==> config.mk <==
export PLATFORM = sky130hd
export DESIGN_NAME = timeline_record_deframer_unit
export DESIGN_NICKNAME = d
export VERILOG_FILES = /design/src/rtl/tlrd_pkg.sv /design/src/rtl/tlrd_parser.sv /design/src/rtl/timeline_record_deframer_unit.sv
export SDC_FILE = /design/constraint.sdc
export NUM_CORES = 2
export LEC_CHECK = 0
export BUFFER_PORTS_ARGS = -buffer_cell sky130_fd_sc_hd__buf_2
export CORE_MARGIN = 3
export CORE_UTILIZATION = 35
export DETAILED_ROUTE_END_ITERATION = 10
export PLACE_DENSITY_LB_ADDON = 0.12
export SLEW_MARGIN = 20
export SYNTH_ARGS = -nofsm -noshare
export SYNTH_HDL_FRONTEND = slang
export SYNTH_SLANG_ARGS = --single-unit
==> constraint.sdc <==
create_clock -name clk -period 40.2 [get_ports clk]
set_input_delay 2.01 -clock clk [delete_from_list [all_inputs] [get_ports clk]]
set_output_delay 2.01 -clock clk [all_outputs]
set_load 0.02 [all_outputs]
==> src/rtl/tlrd_pkg.sv <==
package tlrd_pkg;

    localparam int unsigned MIN_PACKET_BYTES = 8;

    localparam int unsigned LEN_W = 24;

    // result kinds
    localparam logic [2:0] KIND_LABEL     = 3'd0;
    localparam logic [2:0] KIND_ENTITY    = 3'd1;
    localparam logic [2:0] KIND_CLASS     = 3'd2;
    localparam logic [2:0] KIND_RELATION  = 3'd3;
    localparam logic [2:0] KIND_EVENT     = 3'd4;
    localparam logic [2:0] KIND_NAME_CHAR = 3'd5;
    localparam logic [2:0] KIND_ERROR     = 3'd6;

    // error codes
    localparam logic [1:0] ERR_NONE       = 2'd0;
    localparam logic [1:0] ERR_UNKNOWN_ID = 2'd1;
    localparam logic [1:0] ERR_TRUNCATED  = 2'd2;

    // declaration ids
    localparam logic [31:0] DECL_LABEL    = 32'd0;
    localparam logic [31:0] DECL_ENTITY   = 32'd1;
    localparam logic [31:0] DECL_CLASS    = 32'd2;
    localparam logic [31:0] DECL_RELATION = 32'd3;
    localparam logic [31:0] DECL_EVENT    = 32'd4;

    // configuration register indexes
    localparam logic REG_THREAD_ID_WIDE = 1'b0;

    typedef enum logic [13:0] {
        PH_IDLE      = 14'h0001,
        PH_DECL      = 14'h0002,
        PH_LBL_GUID  = 14'h0004,
        PH_LBL_LEN   = 14'h0008,
        PH_LBL_NAME  = 14'h0010,
        PH_ENT_GUID  = 14'h0020,
        PH_CLS_GUID  = 14'h0040,
        PH_REL_TYPE  = 14'h0080,
        PH_REL_GUID  = 14'h0100,
        PH_REL_HEAD  = 14'h0200,
        PH_REL_TAIL  = 14'h0400,
        PH_EV_TIME   = 14'h0800,
        PH_EV_THREAD = 14'h1000,
        PH_EV_GUID   = 14'h2000
    } phase_t;

    typedef struct packed {
        logic [2:0]  record_kind;
        logic [63:0] guid;
        logic [63:0] head_guid;
        logic [63:0] tail_guid;
        logic [31:0] relation_type;
        logic [63:0] time_stamp;
        logic [63:0] thread_id;
        logic [31:0] name_length;
        logic [7:0]  name_char;
        logic        name_last;
        logic [1:0]  error_code;
    } rec_t;

endpackage

==> src/rtl/tlrd_parser.sv <==
module tlrd_parser
    import tlrd_pkg::*;
(
    input  logic             clk,
    input  logic             rst_n,
    input  logic             step,
    input  logic [7:0]       data_byte,
    input  logic             first_of_packet,
    input  logic [LEN_W-1:0] packet_bytes,
    input  logic             thread_id_wide,
    output logic             res_valid,
    output rec_t             res
);

    phase_t             phase_reg, phase_next;
    logic [LEN_W-1:0]   left_reg, left_next;
    logic [3:0]         cnt_reg, cnt_next;
    logic [63:0]        shift_reg, shift_next;
    logic [63:0]        guid_reg, guid_next;
    logic [63:0]        head_time_reg, head_time_next;
    logic [63:0]        thread_tail_reg, thread_tail_next;
    logic [31:0]        word_reg, word_next;
    logic [31:0]        nbd_reg, nbd_next;
    logic               discard_reg, discard_next;

    logic               go;
    logic [63:0]        fval;
    logic [31:0]        chars;
    logic [32:0]        name_total;

    function automatic logic [3:0] field_need(phase_t ph, logic wide);
        case (ph)
            PH_DECL, PH_LBL_LEN, PH_REL_TYPE: field_need = 4'd4;
            PH_EV_THREAD:                     field_need = wide ? 4'd8 : 4'd4;
            default:                          field_need = 4'd8;
        endcase
    endfunction

    function automatic logic mid_record(phase_t ph, logic [3:0] cnt);
        mid_record = (ph != PH_IDLE) && !(ph == PH_DECL && cnt == 4'd0);
    endfunction

    function automatic rec_t error_rec(logic [1:0] code);
        rec_t r;
        r = '0;
        r.record_kind = KIND_ERROR;
        r.error_code = code;
        return r;
    endfunction

    assign chars = word_reg - 32'd1;
    assign name_total = ({1'b0, word_reg} + 33'd3) & ~33'd3;

    always_comb
    begin
        phase_next       = phase_reg;
        left_next        = left_reg;
        cnt_next         = cnt_reg;
        shift_next       = shift_reg;
        guid_next        = guid_reg;
        head_time_next   = head_time_reg;
        thread_tail_next = thread_tail_reg;
        word_next        = word_reg;
        nbd_next         = nbd_reg;
        discard_next     = discard_reg;
        res_valid        = 1'b0;
        res              = '0;
        fval             = '0;
        go               = 1'b1;

        if (first_of_packet)
        begin
            // previous packet stopped inside a record
            if (!discard_reg && mid_record(phase_reg, cnt_reg))
            begin
                res_valid = 1'b1;
                res = error_rec(ERR_TRUNCATED);
            end
            cnt_next   = '0;
            shift_next = '0;
            nbd_next   = '0;
            if (packet_bytes < LEN_W'(MIN_PACKET_BYTES))
            begin
                discard_next = 1'b1;
                phase_next   = PH_IDLE;
                left_next    = '0;
                go           = 1'b0;
            end
            else
            begin
                discard_next = 1'b0;
                left_next    = packet_bytes;
                phase_next   = PH_DECL;
            end
        end
        else if (discard_reg || phase_reg == PH_IDLE || left_reg == '0)
        begin
            go = 1'b0;
        end

        if (go)
        begin
            left_next = left_next - LEN_W'(1);

            if (phase_next == PH_LBL_NAME)
            begin
                if (nbd_reg < chars)
                begin
                    res_valid = 1'b1;
                    res.record_kind = KIND_NAME_CHAR;
                    res.name_char = data_byte;
                    res.name_last = (nbd_reg == chars - 32'd1);
                end
                nbd_next = nbd_reg + 32'd1;
                if ({1'b0, nbd_reg} + 33'd1 >= name_total)
                begin
                    phase_next = PH_DECL;
                    nbd_next   = '0;
                end
            end
            else
            begin
                shift_next = shift_next | ({56'd0, data_byte} << {cnt_next[2:0], 3'b000});
                cnt_next   = cnt_next + 4'd1;
                if (cnt_next >= field_need(phase_next, thread_id_wide))
                begin
                    fval       = shift_next;
                    shift_next = '0;
                    cnt_next   = '0;
                    case (phase_next)
                        PH_DECL:
                        begin
                            case (fval[31:0])
                                DECL_LABEL:    phase_next = PH_LBL_GUID;
                                DECL_ENTITY:   phase_next = PH_ENT_GUID;
                                DECL_CLASS:    phase_next = PH_CLS_GUID;
                                DECL_RELATION: phase_next = PH_REL_TYPE;
                                DECL_EVENT:    phase_next = PH_EV_TIME;
                                default:
                                begin
                                    discard_next = 1'b1;
                                    phase_next   = PH_IDLE;
                                    left_next    = '0;
                                    res_valid    = 1'b1;
                                    res          = error_rec(ERR_UNKNOWN_ID);
                                end
                            endcase
                        end
                        PH_LBL_GUID:
                        begin
                            guid_next  = fval;
                            phase_next = PH_LBL_LEN;
                        end
                        PH_LBL_LEN:
                        begin
                            word_next = fval[31:0];
                            nbd_next  = '0;
                            res_valid = 1'b1;
                            res.record_kind = KIND_LABEL;
                            res.guid        = guid_reg;
                            res.name_length = fval[31:0];
                            phase_next = (fval[31:0] == '0) ? PH_DECL : PH_LBL_NAME;
                        end
                        PH_ENT_GUID, PH_CLS_GUID:
                        begin
                            res_valid = 1'b1;
                            res.record_kind = (phase_next == PH_ENT_GUID) ? KIND_ENTITY
                                                                          : KIND_CLASS;
                            res.guid   = fval;
                            phase_next = PH_DECL;
                        end
                        PH_REL_TYPE:
                        begin
                            word_next  = fval[31:0];
                            phase_next = PH_REL_GUID;
                        end
                        PH_REL_GUID:
                        begin
                            guid_next  = fval;
                            phase_next = PH_REL_HEAD;
                        end
                        PH_REL_HEAD:
                        begin
                            head_time_next = fval;
                            phase_next     = PH_REL_TAIL;
                        end
                        PH_REL_TAIL:
                        begin
                            thread_tail_next = fval;
                            res_valid = 1'b1;
                            res.record_kind   = KIND_RELATION;
                            res.guid          = guid_reg;
                            res.head_guid     = head_time_reg;
                            res.tail_guid     = fval;
                            res.relation_type = word_reg;
                            phase_next = PH_DECL;
                        end
                        PH_EV_TIME:
                        begin
                            head_time_next = fval;
                            phase_next     = PH_EV_THREAD;
                        end
                        PH_EV_THREAD:
                        begin
                            thread_tail_next = fval;
                            phase_next       = PH_EV_GUID;
                        end
                        PH_EV_GUID:
                        begin
                            guid_next = fval;
                            res_valid = 1'b1;
                            res.record_kind = KIND_EVENT;
                            res.guid        = fval;
                            res.time_stamp  = head_time_reg;
                            res.thread_id   = thread_tail_reg;
                            phase_next = PH_DECL;
                        end
                        default:
                        begin
                            phase_next = PH_IDLE;
                        end
                    endcase
                end
            end

            // last byte of the packet: a cut record replaces any other result
            if (!discard_next && left_next == '0 && phase_next != PH_IDLE)
            begin
                if (mid_record(phase_next, cnt_next))
                begin
                    res_valid = 1'b1;
                    res = error_rec(ERR_TRUNCATED);
                end
                phase_next = PH_IDLE;
                cnt_next   = '0;
                shift_next = '0;
                nbd_next   = '0;
            end
        end
    end

    always_ff @(posedge clk or negedge rst_n)
    begin
        if (!rst_n)
        begin
            phase_reg       <= PH_IDLE;
            left_reg        <= '0;
            cnt_reg         <= '0;
            shift_reg       <= '0;
            guid_reg        <= '0;
            head_time_reg   <= '0;
            thread_tail_reg <= '0;
            word_reg        <= '0;
            nbd_reg         <= '0;
            discard_reg     <= 1'b0;
        end
        else if (step)
        begin
            phase_reg       <= phase_next;
            left_reg        <= left_next;
            cnt_reg         <= cnt_next;
            shift_reg       <= shift_next;
            guid_reg        <= guid_next;
            head_time_reg   <= head_time_next;
            thread_tail_reg <= thread_tail_next;
            word_reg        <= word_next;
            nbd_reg         <= nbd_next;
            discard_reg     <= discard_next;
        end
    end

endmodule

==> src/rtl/timeline_record_deframer_unit.sv <==
// Timeline record deframer: takes one packet byte per item and returns at most one
// result per byte (a finished record, a label name character or an error). A byte is
// accepted in every cycle while the result register is empty or being taken; its
// result, if any, is presented on the next cycle, so the block runs at one byte per
// clock, stalling only when out_ready holds a result back. Packets shorter than
// MIN_PACKET_BYTES are dropped. thread_id_wide (address 0) picks a 4- or 8-byte event
// thread id and should be written only while no packet is open.
module timeline_record_deframer_unit
    import tlrd_pkg::*;
(
    input  logic             clk,
    input  logic             rst_n,

    input  logic             in_valid,
    output logic             in_ready,
    input  logic [7:0]       data_byte,
    input  logic             first_of_packet,
    input  logic [LEN_W-1:0] packet_bytes,

    output logic             out_valid,
    input  logic             out_ready,
    output logic [2:0]       record_kind,
    output logic [63:0]      guid,
    output logic [63:0]      head_guid,
    output logic [63:0]      tail_guid,
    output logic [31:0]      relation_type,
    output logic [63:0]      time_stamp,
    output logic [63:0]      thread_id,
    output logic [31:0]      name_length,
    output logic [7:0]       name_char,
    output logic             name_last,
    output logic [1:0]       error_code,

    input  logic             psel,
    input  logic             penable,
    input  logic             pwrite,
    input  logic [2:0]       paddr,
    input  logic [31:0]      pwdata,
    output logic [31:0]      prdata,
    output logic             pready
);

    logic  step;
    logic  res_valid;
    rec_t  res;
    rec_t  rec_reg;
    logic  out_valid_reg;
    logic  wide_reg;
    logic  reg_hit;

    assign in_ready = !out_valid_reg || out_ready;
    assign step     = in_valid && in_ready;

    tlrd_parser u_parser (
        .clk             (clk),
        .rst_n           (rst_n),
        .step            (step),
        .data_byte       (data_byte),
        .first_of_packet (first_of_packet),
        .packet_bytes    (packet_bytes),
        .thread_id_wide  (wide_reg),
        .res_valid       (res_valid),
        .res             (res)
    );

    always_ff @(posedge clk or negedge rst_n)
    begin
        if (!rst_n)
        begin
            out_valid_reg <= 1'b0;
        end
        else if (in_ready)
        begin
            out_valid_reg <= step && res_valid;
        end
    end

    always_ff @(posedge clk)
    begin
        if (step && res_valid)
        begin
            rec_reg <= res;
        end
    end

    assign out_valid     = out_valid_reg;
    assign record_kind   = rec_reg.record_kind;
    assign guid          = rec_reg.guid;
    assign head_guid     = rec_reg.head_guid;
    assign tail_guid     = rec_reg.tail_guid;
    assign relation_type = rec_reg.relation_type;
    assign time_stamp    = rec_reg.time_stamp;
    assign thread_id     = rec_reg.thread_id;
    assign name_length   = rec_reg.name_length;
    assign name_char     = rec_reg.name_char;
    assign name_last     = rec_reg.name_last;
    assign error_code    = rec_reg.error_code;

    // register file: one word, byte address 4*index
    assign reg_hit = (paddr[2] == REG_THREAD_ID_WIDE) && (paddr[1:0] == 2'b00);
    assign pready  = 1'b1;
    assign prdata  = reg_hit ? {31'd0, wide_reg} : 32'd0;

    always_ff @(posedge clk or negedge rst_n)
    begin
        if (!rst_n)
        begin
            wide_reg <= 1'b0;
        end
        else if (psel && penable && pwrite && pready && reg_hit)
        begin
            wide_reg <= pwdata[0];
        end
    end

    a_err_has_code: assert property (@(posedge clk) disable iff (!rst_n)
        out_valid && record_kind == KIND_ERROR |-> error_code != ERR_NONE)
        else $error("error result without error code");

    a_code_only_on_err: assert property (@(posedge clk) disable iff (!rst_n)
        out_valid && record_kind != KIND_ERROR |-> error_code == ERR_NONE)
        else $error("error code on a non-error result");

    a_last_only_on_char: assert property (@(posedge clk) disable iff (!rst_n)
        out_valid && name_last |-> record_kind == KIND_NAME_CHAR)
        else $error("name_last outside a name character");

    a_short_packet: assert property (@(posedge clk) disable iff (!rst_n)
        step && first_of_packet && packet_bytes < LEN_W'(MIN_PACKET_BYTES)
        |=> !out_valid || record_kind == KIND_ERROR)
        else $error("short packet produced a record");

endmodule

==> flow_summary.ini <==
[routing]
viasPerCell = 5.33
dr.pass1.iters = 5
routedWlPerCell_um = 23.0
ant_nets = 0
postRouteWirelength_um = 120000
drc = 0
drtIter0Drc = 2163
vias = 27700

[timing]
rsz0062_at_grt = no
fin_crit_ns = 9.75
fmax_mhz = 103
setup_viol = 0
final.setup_skew_ns = 0.0197
hold_viol_final = 0
maxSlewViolCount = 0
tns_ns = 0
worst_slew_pin_slew_ns = 1.27
slew_headroom_pct = 15.4
post-route-period-util_pct = 24.3

[worst_setup_path]
critical_path.cell_chain = buf_4 -> inv_2 -> buf_4 -> nand3_1 -> nor4_1 -> nor4_1 -> o21ai_0 -> ha_1 -> a21bo_2 -> a21oi_1 -> buf_4 -> nor4_1 -> a21oi_1 -> or4b_2 -> a21oi_1 -> nand2_1 -> o21ai_0 -> nor2b_1 -> nor2_4 -> buf_4 -> buf_12
crit_required_ns = 40.40
path_buf_inv = 6
arrival_ns = 9.95
critPathKind = in2reg
cpLargestDelayFamily = simple AND/OR/NAND/NOR gates
path_max_fanout = 163
reg2reg_slack_ns = 32.03
end_kind = flip-flop
max_stage_delay_ns = 0.85
cp_slowest_cell = nor4_1
path_common_cell = buf_4
cp-start-kind = primary input

[pwr]
ir_worst_vdd_uv = 38.0
p_per_area_nw_per_um2 = 50.0
p_leak_uw = 0.0180
p_total_uw = 2150

[floorplanning]
dieWidth_um = 328
die_h_um = 328
rows = 117
start_util_pct = 35.5
coreArea_um2 = 102000
die_area_um2 = 108000
io_pins = 508

[grt]
grt_pass1_wl_um = 177000
grt_pass1_vias = 26500
grt_max_degree = 220
track_usage_pct = 21.6
antenna_found_initial = 3
overflow = 0

[logic_synthesis]
synth-edff-count = 398
synth_async_sr_flop_share_pct = 47.8
synth_cell_types = 85
syn_area_per_cell_um2 = 10.7
ys.flop_type = edfxtp_1
synth_cells = 3416
ys_seq_area_share_pct = 57.9
syn_area_um2 = 36400
ys_ff_latch = 763
synth-warning-count = 0

[min_path]
min_path_type = reg2reg

[placed_design]
gp_congestion = 0.882
port_buffers = 444
dpl.hpwl_um = 78800
placedCellCount = 5032

[clocking]
cts.path.max_buffers = 3
cts_buffers = 88
cts_tree = yes
postCtsHoldBufs = 0
cts_max_level = 3
cts.sinks = 763
cts-root-buf = clkbuf_16
ctsResizeCount = 0
clock_latency_ns = 0.66
path_clk_slew_ns = 0.05
postCtsSetupBuffers = 0

[finish]
areaGrowthSynthToFinish_pct = 18.0
final_nets = 3901
fin_util_pct = 41.9
drive_above_1_share_pct = 18.4
finalNonFillerCells = 5199

[status]
outcome = finished clean

[flow_run]
drv_cap = 0
-- metal layers --
layer  track usage, %  vias to the layer above  wire (µm)
met5                0                        -         11
met4             5.58                        2       2300
met3             2.90                      119       6240
met2             34.9                      804      56000
met1             30.6                    13700      55000
li1                 -                    13100          -
-- Yosys cell counts, types with 40 or more instances --
cell type / instances / area (µm²)
a21oi_1: 63 / 315
a22o_1: 43 / 377
a22oi_1: 44 / 330
a2bb2oi_1: 58 / 508
and3_1: 246 / 1540
clkbuf_1: 217 / 815
dfrtp_1: 364 / 9110
edfxtp_1: 398 / 12000
ha_1: 71 / 888
nand2_1: 410 / 1540
nand3_1: 66 / 330
nor2_1: 293 / 1100
nor3_1: 68 / 340
nor4_1: 40 / 250
o21ai_0: 341 / 1710
xnor2_1: 92 / 806
xor2_1: 52 / 455
-- tightest hold or removal path: stages (launching register included) --
cell	delay [ns]
dfrtp_1	0.33
nand2_1	0.04
o21ai_0	0.06
-- placed cells by master, fill, tap and decap left out, types with 38 or more instances in the layout --
cell type,instances
a21oi_1,62
a22o_1,43
a22oi_1,44
a2bb2oi_1,58
and3_1,246
buf_2,442
buf_4,54
clkbuf_16,91
dfrtp_1,364
edfxtp_1,398
ha_1,71
nand2_1,405
nand3_1,66
nor2_1,291
nor3_1,66
nor4_1,38
o21ai_0,339
xnor2_1,92
xor2_1,52
-- cell type report --
class,instances,area (µm²)
fillers,10000,59500
flip-flops and latches,763,21100
multi-input cells,2371,14200
repair buffers,502,2740
clock buffers,128,2570
well taps,1368,1710
clock inverters,37,493
inverters,29,109
diodes,1,2.50
-- through the flow --
| step | setup WS, ns | hold slack [ns] | instance area (µm²) |
|---|---|---|---|
| floorplan | 16.29 | 0.442 | 36500 |
| global placement | 29.94 | 0.453 | 39800 |
| detailed placement | 30.08 | 0.462 | 39800 |
| CTS | 30.75 | 0.475 | 42900 |
| global route | 29.88 | 0.485 | 42900 |
| finish | 30.45 | 0.470 | 42900 |
-- where the power goes --
part / internal (µW) / switching [µW] / total [µW]
combinational: 95.6 / 266 / 362
sequential: 901 / 44.8 / 946
clock: 509 / 332 / 841
total: 1510 / 643 / 2150
-- path summary, 6_finish.rpt --
path	from	endpoint	cells after the start
setup / recovery	first_of_packet	tail_guid[26]	21
max in group asynchronous	rst_n	u_parser.guid_reg[4]	3
hold reg to reg	u_parser.thread_tail_reg[29]	u_parser.thread_tail_reg[29]	2
hold / removal	u_parser.thread_tail_reg[29]	u_parser.thread_tail_reg[29]	2
min in group asynchronous	rst_n	u_parser.left_reg[19]	1
setup reg to reg	u_parser.word_reg[0]	tail_guid[26]	21
-- logic make-up after synthesis --
family	count (synthesis)	share of synthesized area, %
other	2	0.0206
adder cells (fa/ha/maj)	71	2.44
AO/OA/AOI/OAI	750	13.3
multiplexers	25	0.718
AND/OR/NAND/NOR	1349	18.5
XOR/XNOR	144	3.46
flip-flops	763	57.9
buffers and inverters	312	3.61
Note: power is estimated with default switching activity, not from simulation.
